### src/rtl/display_color_mode_reduction_defines.svh
// ----------------------------------------------------------------------------
// display color mode reduction assertion macros
// shared assertion forms for the color reduction pipeline
// ----------------------------------------------------------------------------
`ifndef DISPLAY_COLOR_MODE_REDUCTION_DEFINES_SVH
`define DISPLAY_COLOR_MODE_REDUCTION_DEFINES_SVH

// same-cycle implication, checked outside reset
`define DCMR_ASSERT_NOW(lbl, ante, cons, msg) \
  lbl: assert property (@(posedge clk_i) disable iff (!rst_ni) (ante) |-> (cons)) \
    else $error(msg);

// next-cycle implication, checked outside reset
`define DCMR_ASSERT_NEXT(lbl, ante, cons, msg) \
  lbl: assert property (@(posedge clk_i) disable iff (!rst_ni) (ante) |=> (cons)) \
    else $error(msg);

`endif

### src/rtl/dcmr_pkg.sv
// ----------------------------------------------------------------------------
// dcmr_pkg
// types and constants of the display color mode reduction block
// ----------------------------------------------------------------------------
package dcmr_pkg;

  typedef enum logic [2:0] {
    MODE_PASS   = 3'd0,
    MODE_GRAY   = 3'd1,
    MODE_MONO   = 3'd2,
    MODE_FOUR   = 3'd3,
    MODE_RGB332 = 3'd4,
    MODE_RGB565 = 3'd5,
    MODE_RGB888 = 3'd6
  } color_mode_e;

  typedef enum logic [1:0] {
    FOUR_BLACK   = 2'd0,
    FOUR_WHITE   = 2'd1,
    FOUR_CYAN    = 2'd2,
    FOUR_MAGENTA = 2'd3
  } four_color_e;

  localparam logic [7:0]  MonoThresholdReset = 8'd120;

  // luma weights and reciprocal of 100 (exact for sums below 43690)
  localparam logic [14:0] LumaWeightR  = 15'd30;
  localparam logic [14:0] LumaWeightG  = 15'd59;
  localparam logic [14:0] LumaWeightB  = 15'd11;
  localparam logic [14:0] LumaRecip100 = 15'd20972;
  localparam int unsigned LumaShift    = 21;

  // reciprocal of 3, exact for sums below 2048
  localparam logic [9:0]  MeanRecip3   = 10'd683;
  localparam int unsigned MeanShift    = 11;

  localparam logic [23:0] ColorBlack   = 24'h000000;
  localparam logic [23:0] ColorWhite   = 24'hFFFFFF;
  localparam logic [23:0] ColorCyan    = 24'h00FFFF;
  localparam logic [23:0] ColorMagenta = 24'hFF00FF;

  localparam logic [7:0]  Mask3Bit     = 8'hE0;
  localparam logic [7:0]  Mask2Bit     = 8'hC0;
  localparam logic [7:0]  Mask5Bit     = 8'hF8;
  localparam logic [7:0]  Mask6Bit     = 8'hFC;

  // register byte addresses
  localparam logic [2:0]  AddrColorMode     = 3'd0;
  localparam logic [2:0]  AddrMonoThreshold = 3'd4;

endpackage

### src/rtl/display_color_mode_reduction.sv
// ----------------------------------------------------------------------------
// display_color_mode_reduction
// converts a stream of 32-bit pixels by the selected display color mode
// ----------------------------------------------------------------------------
// One pixel in, one pixel out. Items flow through four register stages
// (input, channel sums and four-color compares, reciprocal multiplies and
// color pick, output mux), and the block sustains one pixel per clock
// while the output is not stalled. Each stage moves on when the one after
// it is empty or moving, so bubbles close up and s_axis_tready only drops
// when all four stages hold items and the output is stalled. Registers
// sit at byte address 0 (color_mode) and 4 (mono_threshold); address bit 2
// selects the register. Write them only while the pipeline is empty.
`include "display_color_mode_reduction_defines.svh"

module display_color_mode_reduction (
  input  logic        clk_i,
  input  logic        rst_ni,
  // pixel input
  input  logic        s_axis_tvalid,
  output logic        s_axis_tready,
  input  logic [31:0] s_axis_tdata,   // [31:0] pixel_in
  // pixel output
  output logic        m_axis_tvalid,
  input  logic        m_axis_tready,
  output logic [31:0] m_axis_tdata,   // [31:0] pixel_out
  // register port
  input  logic        psel,
  input  logic        penable,
  input  logic        pwrite,
  input  logic [2:0]  paddr,
  input  logic [31:0] pwdata,
  output logic [31:0] prdata,
  output logic        pready
);
  import dcmr_pkg::*;

  // ---------------------------------------------------------------- registers
  color_mode_e color_mode_q;
  logic [7:0]  mono_thr_q;
  logic        cfg_wr;

  assign pready = 1'b1;
  assign cfg_wr = psel && penable && pwrite;

  always_ff @(posedge clk_i or negedge rst_ni) begin
    if (!rst_ni) begin
      color_mode_q <= MODE_PASS;
      mono_thr_q   <= MonoThresholdReset;
    end else if (cfg_wr) begin
      if (paddr[2] == AddrMonoThreshold[2]) begin
        mono_thr_q <= pwdata[7:0];
      end else begin
        color_mode_q <= color_mode_e'(pwdata[2:0]);
      end
    end
  end

  always_comb begin
    if (paddr[2] == AddrMonoThreshold[2]) begin
      prdata = {24'd0, mono_thr_q};
    end else begin
      prdata = {29'd0, color_mode_q};
    end
  end

  // ---------------------------------------------------------- stage control
  logic v1_q, v2_q, v3_q, v4_q;
  logic en1, en2, en3, en4;

  assign en4 = !v4_q || m_axis_tready;
  assign en3 = !v3_q || en4;
  assign en2 = !v2_q || en3;
  assign en1 = !v1_q || en2;
  assign s_axis_tready = en1;

  always_ff @(posedge clk_i or negedge rst_ni) begin
    if (!rst_ni) begin
      v1_q <= 1'b0;
      v2_q <= 1'b0;
      v3_q <= 1'b0;
      v4_q <= 1'b0;
    end else begin
      if (en1) v1_q <= s_axis_tvalid;
      if (en2) v2_q <= v1_q;
      if (en3) v3_q <= v2_q;
      if (en4) v4_q <= v3_q;
    end
  end

  // ---------------------------------------------------------- stage 1 input
  logic [31:0] pix1_q;

  always_ff @(posedge clk_i) begin
    if (en1) pix1_q <= s_axis_tdata;
  end

  // ------------------------------------------- stage 2 sums and compares
  logic [7:0]  r1, g1, b1;
  logic [14:0] lsum2_d, lsum2_q;
  logic [9:0]  csum2_d, csum2_q;
  logic [8:0]  gb_sum, rb_sum;
  logic [5:0]  flags2_d, flags2_q;  // w<k, c<k, m<k, c<w, m<w, m<c
  logic [31:0] pix2_q;

  assign r1 = pix1_q[23:16];
  assign g1 = pix1_q[15:8];
  assign b1 = pix1_q[7:0];

  always_comb begin
    lsum2_d = 15'(r1) * LumaWeightR + 15'(g1) * LumaWeightG + 15'(b1) * LumaWeightB;
    csum2_d = 10'(r1) + 10'(g1) + 10'(b1);
    gb_sum  = 9'(g1) + 9'(b1);
    rb_sum  = 9'(r1) + 9'(b1);
    // squared distances differ by multiples of 255, so each compare is linear
    flags2_d[0] = csum2_d >= 10'd383;
    flags2_d[1] = gb_sum[8];
    flags2_d[2] = rb_sum[8];
    flags2_d[3] = !r1[7];
    flags2_d[4] = !g1[7];
    flags2_d[5] = g1 < r1;
  end

  always_ff @(posedge clk_i) begin
    if (en2) begin
      lsum2_q  <= lsum2_d;
      csum2_q  <= csum2_d;
      flags2_q <= flags2_d;
      pix2_q   <= pix1_q;
    end
  end

  // ---------------------------------------- stage 3 multiplies and color pick
  logic [29:0] luma_prod;
  logic [19:0] mean_prod;
  logic [7:0]  luma3_q, mean3_q;
  logic        white3_q;
  four_color_e four3_d, four3_q;
  logic [31:0] pix3_q;

  always_comb begin
    luma_prod = 30'(lsum2_q) * 30'(LumaRecip100);
    mean_prod = 20'(csum2_q) * 20'(MeanRecip3);
    // strict compares keep ties on the earlier color
    four3_d = FOUR_BLACK;
    if (flags2_q[0]) four3_d = FOUR_WHITE;
    unique case (four3_d)
      FOUR_BLACK: if (flags2_q[1]) four3_d = FOUR_CYAN;
      default:    if (flags2_q[3]) four3_d = FOUR_CYAN;
    endcase
    unique case (four3_d)
      FOUR_BLACK: if (flags2_q[2]) four3_d = FOUR_MAGENTA;
      FOUR_WHITE: if (flags2_q[4]) four3_d = FOUR_MAGENTA;
      default:    if (flags2_q[5]) four3_d = FOUR_MAGENTA;
    endcase
  end

  always_ff @(posedge clk_i) begin
    if (en3) begin
      luma3_q  <= luma_prod[LumaShift +: 8];
      mean3_q  <= mean_prod[MeanShift +: 8];
      white3_q <= mean_prod[MeanShift +: 8] > mono_thr_q;
      four3_q  <= four3_d;
      pix3_q   <= pix2_q;
    end
  end

  // ------------------------------------------------------ stage 4 output mux
  logic [7:0]  r3, g3, b3;
  logic [31:0] out4_d, out4_q;

  assign r3 = pix3_q[23:16];
  assign g3 = pix3_q[15:8];
  assign b3 = pix3_q[7:0];

  always_comb begin
    unique case (color_mode_q)
      MODE_GRAY:   out4_d = {8'd0, luma3_q, luma3_q, luma3_q};
      MODE_MONO:   out4_d = {8'd0, white3_q ? ColorWhite : ColorBlack};
      MODE_FOUR: begin
        unique case (four3_q)
          FOUR_BLACK:   out4_d = {8'd0, ColorBlack};
          FOUR_WHITE:   out4_d = {8'd0, ColorWhite};
          FOUR_CYAN:    out4_d = {8'd0, ColorCyan};
          FOUR_MAGENTA: out4_d = {8'd0, ColorMagenta};
          default:      out4_d = {8'd0, ColorBlack};
        endcase
      end
      MODE_RGB332: out4_d = {8'd0, r3 & Mask3Bit, g3 & Mask3Bit, b3 & Mask2Bit};
      MODE_RGB565: out4_d = {8'd0, r3 & Mask5Bit, g3 & Mask6Bit, b3 & Mask5Bit};
      MODE_RGB888: out4_d = {8'd0, pix3_q[23:0]};
      default:     out4_d = pix3_q;
    endcase
  end

  always_ff @(posedge clk_i) begin
    if (en4) out4_q <= out4_d;
  end

  assign m_axis_tvalid = v4_q;
  assign m_axis_tdata  = out4_q;

  // ---------------------------------------------------------------- checks
  `DCMR_ASSERT_NEXT(a_accept_fills_input, s_axis_tvalid && s_axis_tready, v1_q,
    "accepted item did not reach the input stage")
  `DCMR_ASSERT_NOW(a_full_stall_blocks, v1_q && v2_q && v3_q && v4_q && !m_axis_tready,
    !s_axis_tready, "input taken while the pipeline is full and stalled")
  `DCMR_ASSERT_NEXT(a_luma_quotient, en3 && v2_q,
    (15'(luma3_q) * 15'd100 <= $past(lsum2_q)) &&
    ($past(lsum2_q) < 15'(luma3_q) * 15'd100 + 15'd100),
    "luma reciprocal multiply gave a wrong quotient")
  `DCMR_ASSERT_NEXT(a_mean_quotient, en3 && v2_q,
    (10'(mean3_q) * 10'd3 <= $past(csum2_q)) &&
    ($past(csum2_q) < 10'(mean3_q) * 10'd3 + 10'd3),
    "channel mean reciprocal multiply gave a wrong quotient")

endmodule

### config.mk
export PLATFORM = sky130hd
export DESIGN_NAME = display_color_mode_reduction
export DESIGN_NICKNAME = d
export VERILOG_FILES = /design/src/rtl/dcmr_pkg.sv /design/src/rtl/display_color_mode_reduction.sv
export VERILOG_INCLUDE_DIRS = /design/src /design/src/rtl
export SDC_FILE = /design/constraint.sdc
export NUM_CORES = 1
export LEC_CHECK = 0
export ABC_AREA = 1
export BUFFER_PORTS_ARGS = -buffer_cell sky130_fd_sc_hd__buf_2
export CAP_MARGIN = 20
export CORE_UTILIZATION = 45
export CTS_CLUSTER_DIAMETER = 60
export DETAILED_ROUTE_END_ITERATION = 7
export GPL_ROUTABILITY_DRIVEN = 0
export PLACE_DENSITY_LB_ADDON = 0.15
export REMOVE_ABC_BUFFERS = 1
export SYNTH_ARGS = -nofsm -noshare
export SYNTH_HDL_FRONTEND = slang
export SYNTH_SLANG_ARGS = --single-unit
export TNS_END_PERCENT = 5
### constraint.sdc
create_clock -name clk_i -period 6 [get_ports clk_i]
set_input_delay 0.3 -clock clk_i [delete_from_list [all_inputs] [get_ports clk_i]]
set_output_delay 0.3 -clock clk_i [all_outputs]
set_load 0.01 [all_outputs]
# Word-level counts from Yosys, hierarchy flattened
# Cells that the tools add are included.
# Widths: inputs -> output; s select.
[totals]
in_bits = 74
out_inout_bits = 67
word_cells = 70
reg_bits = 185
[classes]
n_mul = 5
n_eq_ne = 10
magnitude_cmp = 3
muxes = 12
n_bitwise = 1
addsub = 6
n_reduce_logical = 17
[ops]
columns = ["operator", "count"]
rows = [
  ["$pmux 32 s6", 1],
  ["$pmux 32 s4", 1],
  ["$add 8x8->9", 3],
  ["$mul 15x13->27 const B", 1],
  ["$mul 8x4->12 const B", 2],
  ["$mux 24", 1],
  ["$mul 10x10->19 const B", 1],
  ["$add 13x14->15", 1],
  ["$add 15x12->15", 1],
  ["$mul 8x6->14 const B", 1],
  ["$mux 2", 6],
  ["$add 9x8->10", 1],
  ["$ge 10x9->1 const B", 1],
  ["$eq 3x3->1 const B", 3],
  ["$gt 8x8->1", 1],
  ["$lt 8x8->1", 1],
  ["$mux 8", 1],
  ["$eq 3x2->1 const B", 2],
  ["$logic_not 1->1", 6],
  ["$logic_not 2->1", 3],
  ["$eq 2x1->1 const B", 2],
  ["$eq 2x2->1 const B", 2],
  ["$logic_or 1x1->1", 4],
  ["$pmux 2 s2", 1],
  ["other kinds (5)", 7],
]

# Longest topological paths before layout
# Gate-level depths: netlist of the first run.
[depth]
depth_word = 5
mapped_depth = 22
depth_no_buf = 22

# Worst setup path before layout of the first run
# Ideal clock, no wire load.
[synth_path]
path_type = "reg2reg"
start = "register pix1_q[19]"
end = "register lsum2_q[13] (data pin)"
arrival_ps = 4927
t_required_ps = 5742
period_less_slack_ps = 5185
n_path_buf = 0
path_slack_ps = 815
path_stages_with_launch = 23
setup_time_ps = 258
cell_sequence = "edfxtp_1 > inv_1 > fa_1 > fa_1 > inv_1 > ha_1 > a21oi_1 > nand2_1 > a21oi_1 > o21bai_1 > xor2_1 > inv_1 > ha_1 > inv_1 > fa_1 > fa_1 > inv_1 > ha_1 > a21oi_1 > o21bai_1 > a21oi_1 > nand3_1 > xor2_1"
[synth_between]
elab_chain_cells = 3
[synth_rtl]
columns = ["item", "line", "rtl"]
rows = [
  ["start, declared", "display_color_mode_reduction.sv:91", "logic [31:0] pix1_q;"],
  ["start signal, assigned", "display_color_mode_reduction.sv:94", "if (en1) pix1_q <= s_axis_tdata;"],
  ["$mul 8x4->12", "display_color_mode_reduction.sv:110", "lsum2_d = 15'(r1) * LumaWeightR + 15'(g1) * LumaWeightG + 15'(b1) * LumaWeightB;"],
  ["$add 13x14->15", "display_color_mode_reduction.sv:110", ""],
  ["$add 15x12->15", "display_color_mode_reduction.sv:110", ""],
  ["net lsum2_d[13]", "display_color_mode_reduction.sv:99", "logic [14:0] lsum2_d, lsum2_q;"],
  ["end signal, assigned", "display_color_mode_reduction.sv:125", "lsum2_q <= lsum2_d;"],
  ["end, declared", "display_color_mode_reduction.sv:99", ""],
]
# The timed path passes the listed nets, and every way through them passes these cells.
# A chain may end at the register's enable or synchronous reset.

# Final worst setup path of the first run
[layout_path]
start = "register pix1_q[17]"
end = "register lsum2_q[13] (data pin)"
# The elaborated chain is that of the path after synthesis.

==> impl_metrics.json, run 1 <==
{
  "syn_area_per_cell_um2": 10.2,
  "clock.fmax_mhz": 178,
  "die_h_um": 194,
  "fp.dieW_um": 194,
  "drt_iter0_markers": 660,
  "fillCellCount": 3295,
  "ioPinCount": 141,
  "critPathKind": "reg2reg",
  "ant_nets": 0,
  "clk_pin_slew_ns": 0.07,
  "fin_setup_tns_ns": 0,
  "hold_violations": 0,
  "hold_path.class": "in2reg",
  "synth-seq-cells": 185,
  "dieArea_mm2": 0.0377,
  "critPathArrivalTime_ns": 5.80,
  "antenna_found_initial": 0,
  "critPathLaunchType": "flip-flop",
  "drc": 0,
  "grt_first_pass_wirelength_mm": 57.3,
  "status": "complete, no violations",
  "grt_setup_unrepaired": "false",
  "slew_violations": 0,
  "period_minus_slack_ns": 5.60,
  "finalClockSkew_ns": 0.0119,
  "gr-total-overflow": 0,
  "seq_area_frac_synth_pct": 33.0,
  "critPathMaxFanout": 6,
  "portBuffers": 89,
  "drive_gt1_share_pct": 9.35,
  "drt_first_pass_iters": 5,
  "area_delta_synth_final_pct": 9.50,
  "grt_pass1_vias": 11200,
  "vias": 10900,
  "synth-edff-count": 170,
  "routed_wl_mm": 34.2,
  "finalCritPeriodShare_pct": 93.4,
  "worstPathRequired_ns": 6.20,
  "cp-end-kind": "flip-flop",
  "synth_ff_type": "edfxtp_1",
  "clk_latency_ns": 0.44,
  "relSlewSlack_pct": 52.9,
  "worst_pin_slew_ns": 0.707,
  "ys_async_sr_fraction_pct": 8.11,
  "drv_cap": 0,
  "viasPerCell": 4.92,
  "numClockSinks": 185,
  "syn_area_mm2": 0.0166,
  "yosys_warnings": 0,
  "cts.root.buffer_cell": "clkbuf_16",
  "start_util_pct": 46.2,
  "cts_tree": "built",
  "setup_viol": 0,
  "rows": 69,
  "fin_nets": 2235,
  "grt_usage_pct": 19.4,
  "core-area_mm2": 0.0359,
  "avgRoutedWirePerCell_um": 15.5,
  "synth_cell_types": 45,
  "syn_inst": 1626,
  "h-tree-depth": 4,
  "dp_hpwl_mm": 28.3,
  "cts_max_path_buffers": 2,
  "cts-buffers-inserted": 17,
  "n_antenna_cell": 0,
  "grt_max_degree": 56
}
[synth_stat cells (4+ instances only)]
library cell,instances,area [um2]
nor3_1,8,40.0
fa_1,162,3240
ha_1,258,3230
a21o_1,4,30.0
nand3_1,80,400
a31oi_1,4,25.0
a21oi_1,79,395
nand2_1,236,886
edfxtp_1,170,5100
nand3b_1,8,60.1
nor2_1,68,255
nor2_2,10,62.6
nand4_1,20,125
o21bai_1,10,75.1
xnor2_1,13,114
dfrtp_1,11,275
o21ai_0,29,145
dfstp_2,4,105
o21a_1,7,52.6
xor2_1,16,140
inv_1,367,1380
buf_4,25,188
[metrics by stage]
stage	std cells	cell area (um2)	hold WS (ns)	util (%)	setup WS, ns
after floorplan	1621	16500	0.00441	-	0.815
after global placement	2180	17600	0.229	48.9	0.449
after detailed placement	2180	17600	0.232	48.9	0.348
after CTS	2213	18200	0.0116	50.6	0.347
after global routing	2215	18200	0.00882	50.6	0.0268
final	2215	18200	0.0287	50.6	0.397
[state kept, by name, indices dropped and copies added (netlist names)]
signal,count
csum2_q,10
m_axis_tvalid,1
v2_q,1
lsum2_q,15
pix1_q,32
pix3_q,32
mono_thr_q,8
v1_q,1
four3_q,2
luma3_q,8
white3_q,1
pix2_q,32
flags2_q,6
v3_q,1
color_mode_q,3
m_axis_tdata,32
[cell usage in the layout, fill, tap and decap left out, types with 4 or more instances in the layout]
| cell | instances |
|---|---|
| nor2_1 | 68 |
| nand3_1 | 80 |
| xor2_1 | 16 |
| o21bai_1 | 10 |
| edfxtp_1 | 170 |
| clkbuf_16 | 19 |
| inv_1 | 364 |
| a21o_1 | 4 |
| nor3_1 | 8 |
| xnor2_1 | 13 |
| o21a_1 | 7 |
| dfstp_2 | 4 |
| nor2_2 | 10 |
| inv_2 | 4 |
| ha_1 | 258 |
| conb_1 | 25 |
| a21oi_1 | 79 |
| buf_4 | 11 |
| a31oi_1 | 4 |
| nand3b_1 | 8 |
| nand4_1 | 20 |
| nand2_1 | 235 |
| dfrtp_1 | 11 |
| fa_1 | 162 |
| o21ai_0 | 29 |
| buf_2 | 89 |
[final timing paths]
path                                 start            end  slack [ns]  cells past startpoint
setup reg to reg                pix1_q[17]    lsum2_q[13]        0.40                     22
hold / removal             s_axis_tdata[3]      pix1_q[3]        0.03                      1
setup / recovery                pix1_q[17]    lsum2_q[13]        0.40                     22
max in group asynchronous           rst_ni  mono_thr_q[3]        5.40                      2
min in group asynchronous           rst_ni  m_axis_tvalid        0.30                      2
hold reg to reg                 pix2_q[15]     pix3_q[15]        0.42                      0
[metal layers]
layer	GRT usage [%]	routed length [um]	share of wire [%]
met1	28.4	17400	51
met2	30.9	15200	44
met3	2.78	1310	3.8
met4	3.67	334	0.98
met5	0	0	0
[critical path, stage by stage (launching register included)]
cell,delay [ns]
edfxtp_1,0.45
inv_1,0.11
fa_1,0.51
fa_1,0.51
inv_1,0.04
ha_1,0.35
a21oi_1,0.20
nand2_1,0.11
a21oi_1,0.23
o21bai_1,0.10
xor2_1,0.15
inv_1,0.07
ha_1,0.27
inv_1,0.04
fa_1,0.47
fa_1,0.55
inv_1,0.04
ha_1,0.36
a21oi_1,0.23
o21bai_1,0.08
a21oi_1,0.20
nand3_1,0.13
xor2_1,0.15
[repair_timing]
action | in CTS | in global routing
hold buffers | 1 | 0
resized for setup | 0 | 1
buffers inserted | 0 | 2
setup endpoints to repair | 0 | 1
hold endpoints to repair | 11 | 0
[logic make-up (layout without fill, tap and decap cells)]
kind of cell               count (synthesis)  count (layout)  synth area share, %
adders and majority gates                420             420                 39.0
DFF                                      185             185                 33.0
buffers and inverters                    397             502                 9.59
AOI/OAI and AO/OA                        149             149                 5.16
and+or+nand+nor                          444             444                 11.7
other                                      2              25               0.0452
xor gates and xnor gates                  29              29                 1.53
[final cells by class]
cell class / count / area (um2) / area share [%]
Multi-Input combinational cell: 1067 / 9610 / 52.9
Sequential cell: 185 / 5490 / 30.2
Inverter: 369 / 1390 / 7.62
Tap cell: 461 / 577 / 3.17
Timing Repair Buffer: 101 / 538 / 2.96
Clock buffer: 20 / 479 / 2.64
Clock inverter: 12 / 101 / 0.558
Power of run 1 is left out: the tool's default activity adds up to more than one toggle a clock period on the data nets, which glitch-free logic cannot reach.
==> run 2: changes to the inputs <==
--- a/config.mk
+++ b/config.mk
@@ -14,7 +14,6 @@
 export DETAILED_ROUTE_END_ITERATION = 7
 export GPL_ROUTABILITY_DRIVEN = 0
 export PLACE_DENSITY_LB_ADDON = 0.15
-export REMOVE_ABC_BUFFERS = 1
 export SYNTH_ARGS = -nofsm -noshare
 export SYNTH_HDL_FRONTEND = slang
 export SYNTH_SLANG_ARGS = --single-unit
==> run 2 against run 1 <==
Net effect:
- first-iteration DRC count is 28% lower
- wire length is 3.1% lower
- core utilization is 0.070 points higher
- die area stayed put
- hold slack better by 0.0093 ns
- critical endpoint unchanged
==> impl_metrics.json, run 2 (synthesized netlist as in run 1, its figures left out) <==
{
  "start_util_pct": 46.2,
  "rr_startpoint": "pix1_q[20]",
  "routed_wl_mm": 33.2,
  "cp-end-kind": "flip-flop",
  "finalClockSkew_ns": 0.0181,
  "viasPerCell": 4.94,
  "period_minus_slack_ns": 5.52,
  "hold_path.class": "in2reg",
  "setup_viol": 0,
  "drive_gt1_share_pct": 9.29,
  "fillCellCount": 3287,
  "worst_pin_slew_ns": 0.628,
  "drt_iter0_markers": 477,
  "drt_first_pass_iters": 4,
  "ff2ff_setup_slack_ns": 0.48,
  "cts_max_path_buffers": 2,
  "grt_first_pass_wirelength_mm": 56.5,
  "avgRoutedWirePerCell_um": 15.0,
  "dp_hpwl_mm": 28.1,
  "slew_violations": 0,
  "n_antenna_cell": 0,
  "critPathKind": "reg2reg",
  "status": "complete, no violations",
  "clk_pin_slew_ns": 0.08,
  "grt_setup_unrepaired": "false",
  "ioPinCount": 141,
  "critPathArrivalTime_ns": 5.70,
  "grt_usage_pct": 18.9,
  "cts-buffers-inserted": 17,
  "fin_nets": 2235,
  "final_cell_mix": "364 x inv_1, 258 x ha_1, 236 x nand2_1",
  "worstPathRequired_ns": 6.18,
  "ant_nets": 0,
  "final_common_cell": "inv_1",
  "vias": 10900,
  "clock.fmax_mhz": 181,
  "critPathMaxFanout": 6,
  "dieArea_mm2": 0.0377,
  "hold_start": "s_axis_tdata[9]",
  "fin_setup_tns_ns": 0,
  "grt_pass1_vias": 11300,
  "hold_violations": 0,
  "drv_cap": 0,
  "core-area_mm2": 0.0359,
  "clk_latency_ns": 0.43,
  "crit_start": "pix1_q[20]",
  "grt_max_degree": 45,
  "cts.root.buffer_cell": "clkbuf_16",
  "area_delta_synth_final_pct": 9.65,
  "drc": 0,
  "finalCritPeriodShare_pct": 92.0,
  "fp.dieW_um": 194,
  "rows": 69,
  "critPathLaunchType": "flip-flop",
  "relSlewSlack_pct": 58.1,
  "h-tree-depth": 4,
  "antenna_found_initial": 0,
  "cts_tree": "built",
  "die_h_um": 194,
  "gr-total-overflow": 0,
  "portBuffers": 89,
  "numClockSinks": 185
}
-- run 2: critical path: stages, from the launching register on --
cell	delay [ns]
edfxtp_1	0.51
inv_2	0.17
fa_1	0.45
fa_1	0.51
inv_1	0.04
ha_1	0.34
a21oi_1	0.20
inv_1	0.06
a21oi_1	0.23
o21bai_1	0.11
xor2_1	0.13
inv_1	0.07
ha_1	0.27
inv_1	0.05
fa_1	0.48
fa_1	0.55
inv_1	0.04
ha_1	0.36
a21oi_1	0.22
o21bai_1	0.08
a21oi_1	0.14
nand3_1	0.10
xor2_1	0.16
-- run 2: final timing paths --
check | cells after the start | endpoint
max | 22 | lsum2_q[13]
min | 1 | pix1_q[9]
max reg2reg | 22 | lsum2_q[13]
min reg2reg | 0 | pix2_q[30]
max in group asynchronous | 2 | mono_thr_q[4]
min in group asynchronous | 2 | color_mode_q[2]
-- run 2: per-layer routing --
layer	up-vias	global-route usage (%)	wire length, um
li1	5446	-	-
met1	5317	26.4	16100
met2	162	32.0	15900
met3	20	2.38	920
met4	0	3.38	271
met5	-	0	0
-- run 2: repair_timing --
action,4_1_cts,5_1_grt
resized for setup,0,1
hold buffers,1,0
setup buffers,0,2
endpoints found under the hold margin,11,0
endpoints found under the setup margin,0,1
-- run 2: area by class of cell --
type                       instances  area [um2]  share of cell area, %
clock buffer                      17         425                   2.34
clock inverter                    15         183                   1.00
inverter                         369        1390                   7.61
multi-input combinational       1067        9610                   52.8
sequential                       185        5490                   30.1
tap                              461         577                   3.17
timing repair buffer             101         538                   2.96
-- run 2: metrics by stage --
step | cells | hold slack [ns] | area, um2 | util [%] | setup WS (ns)
after floorplan | 1649 | 0.00441 | 16700 | - | 0.815
after global placement | 2180 | 0.229 | 17600 | 48.9 | 0.487
after detailed placement | 2180 | 0.234 | 17600 | 48.9 | 0.422
after CTS | 2213 | 0.0234 | 18200 | 50.6 | 0.400
after global routing | 2215 | 0.0150 | 18200 | 50.7 | 0.0813
final | 2215 | 0.0380 | 18200 | 50.7 | 0.482
Power of run 2 is left out for the same reason.
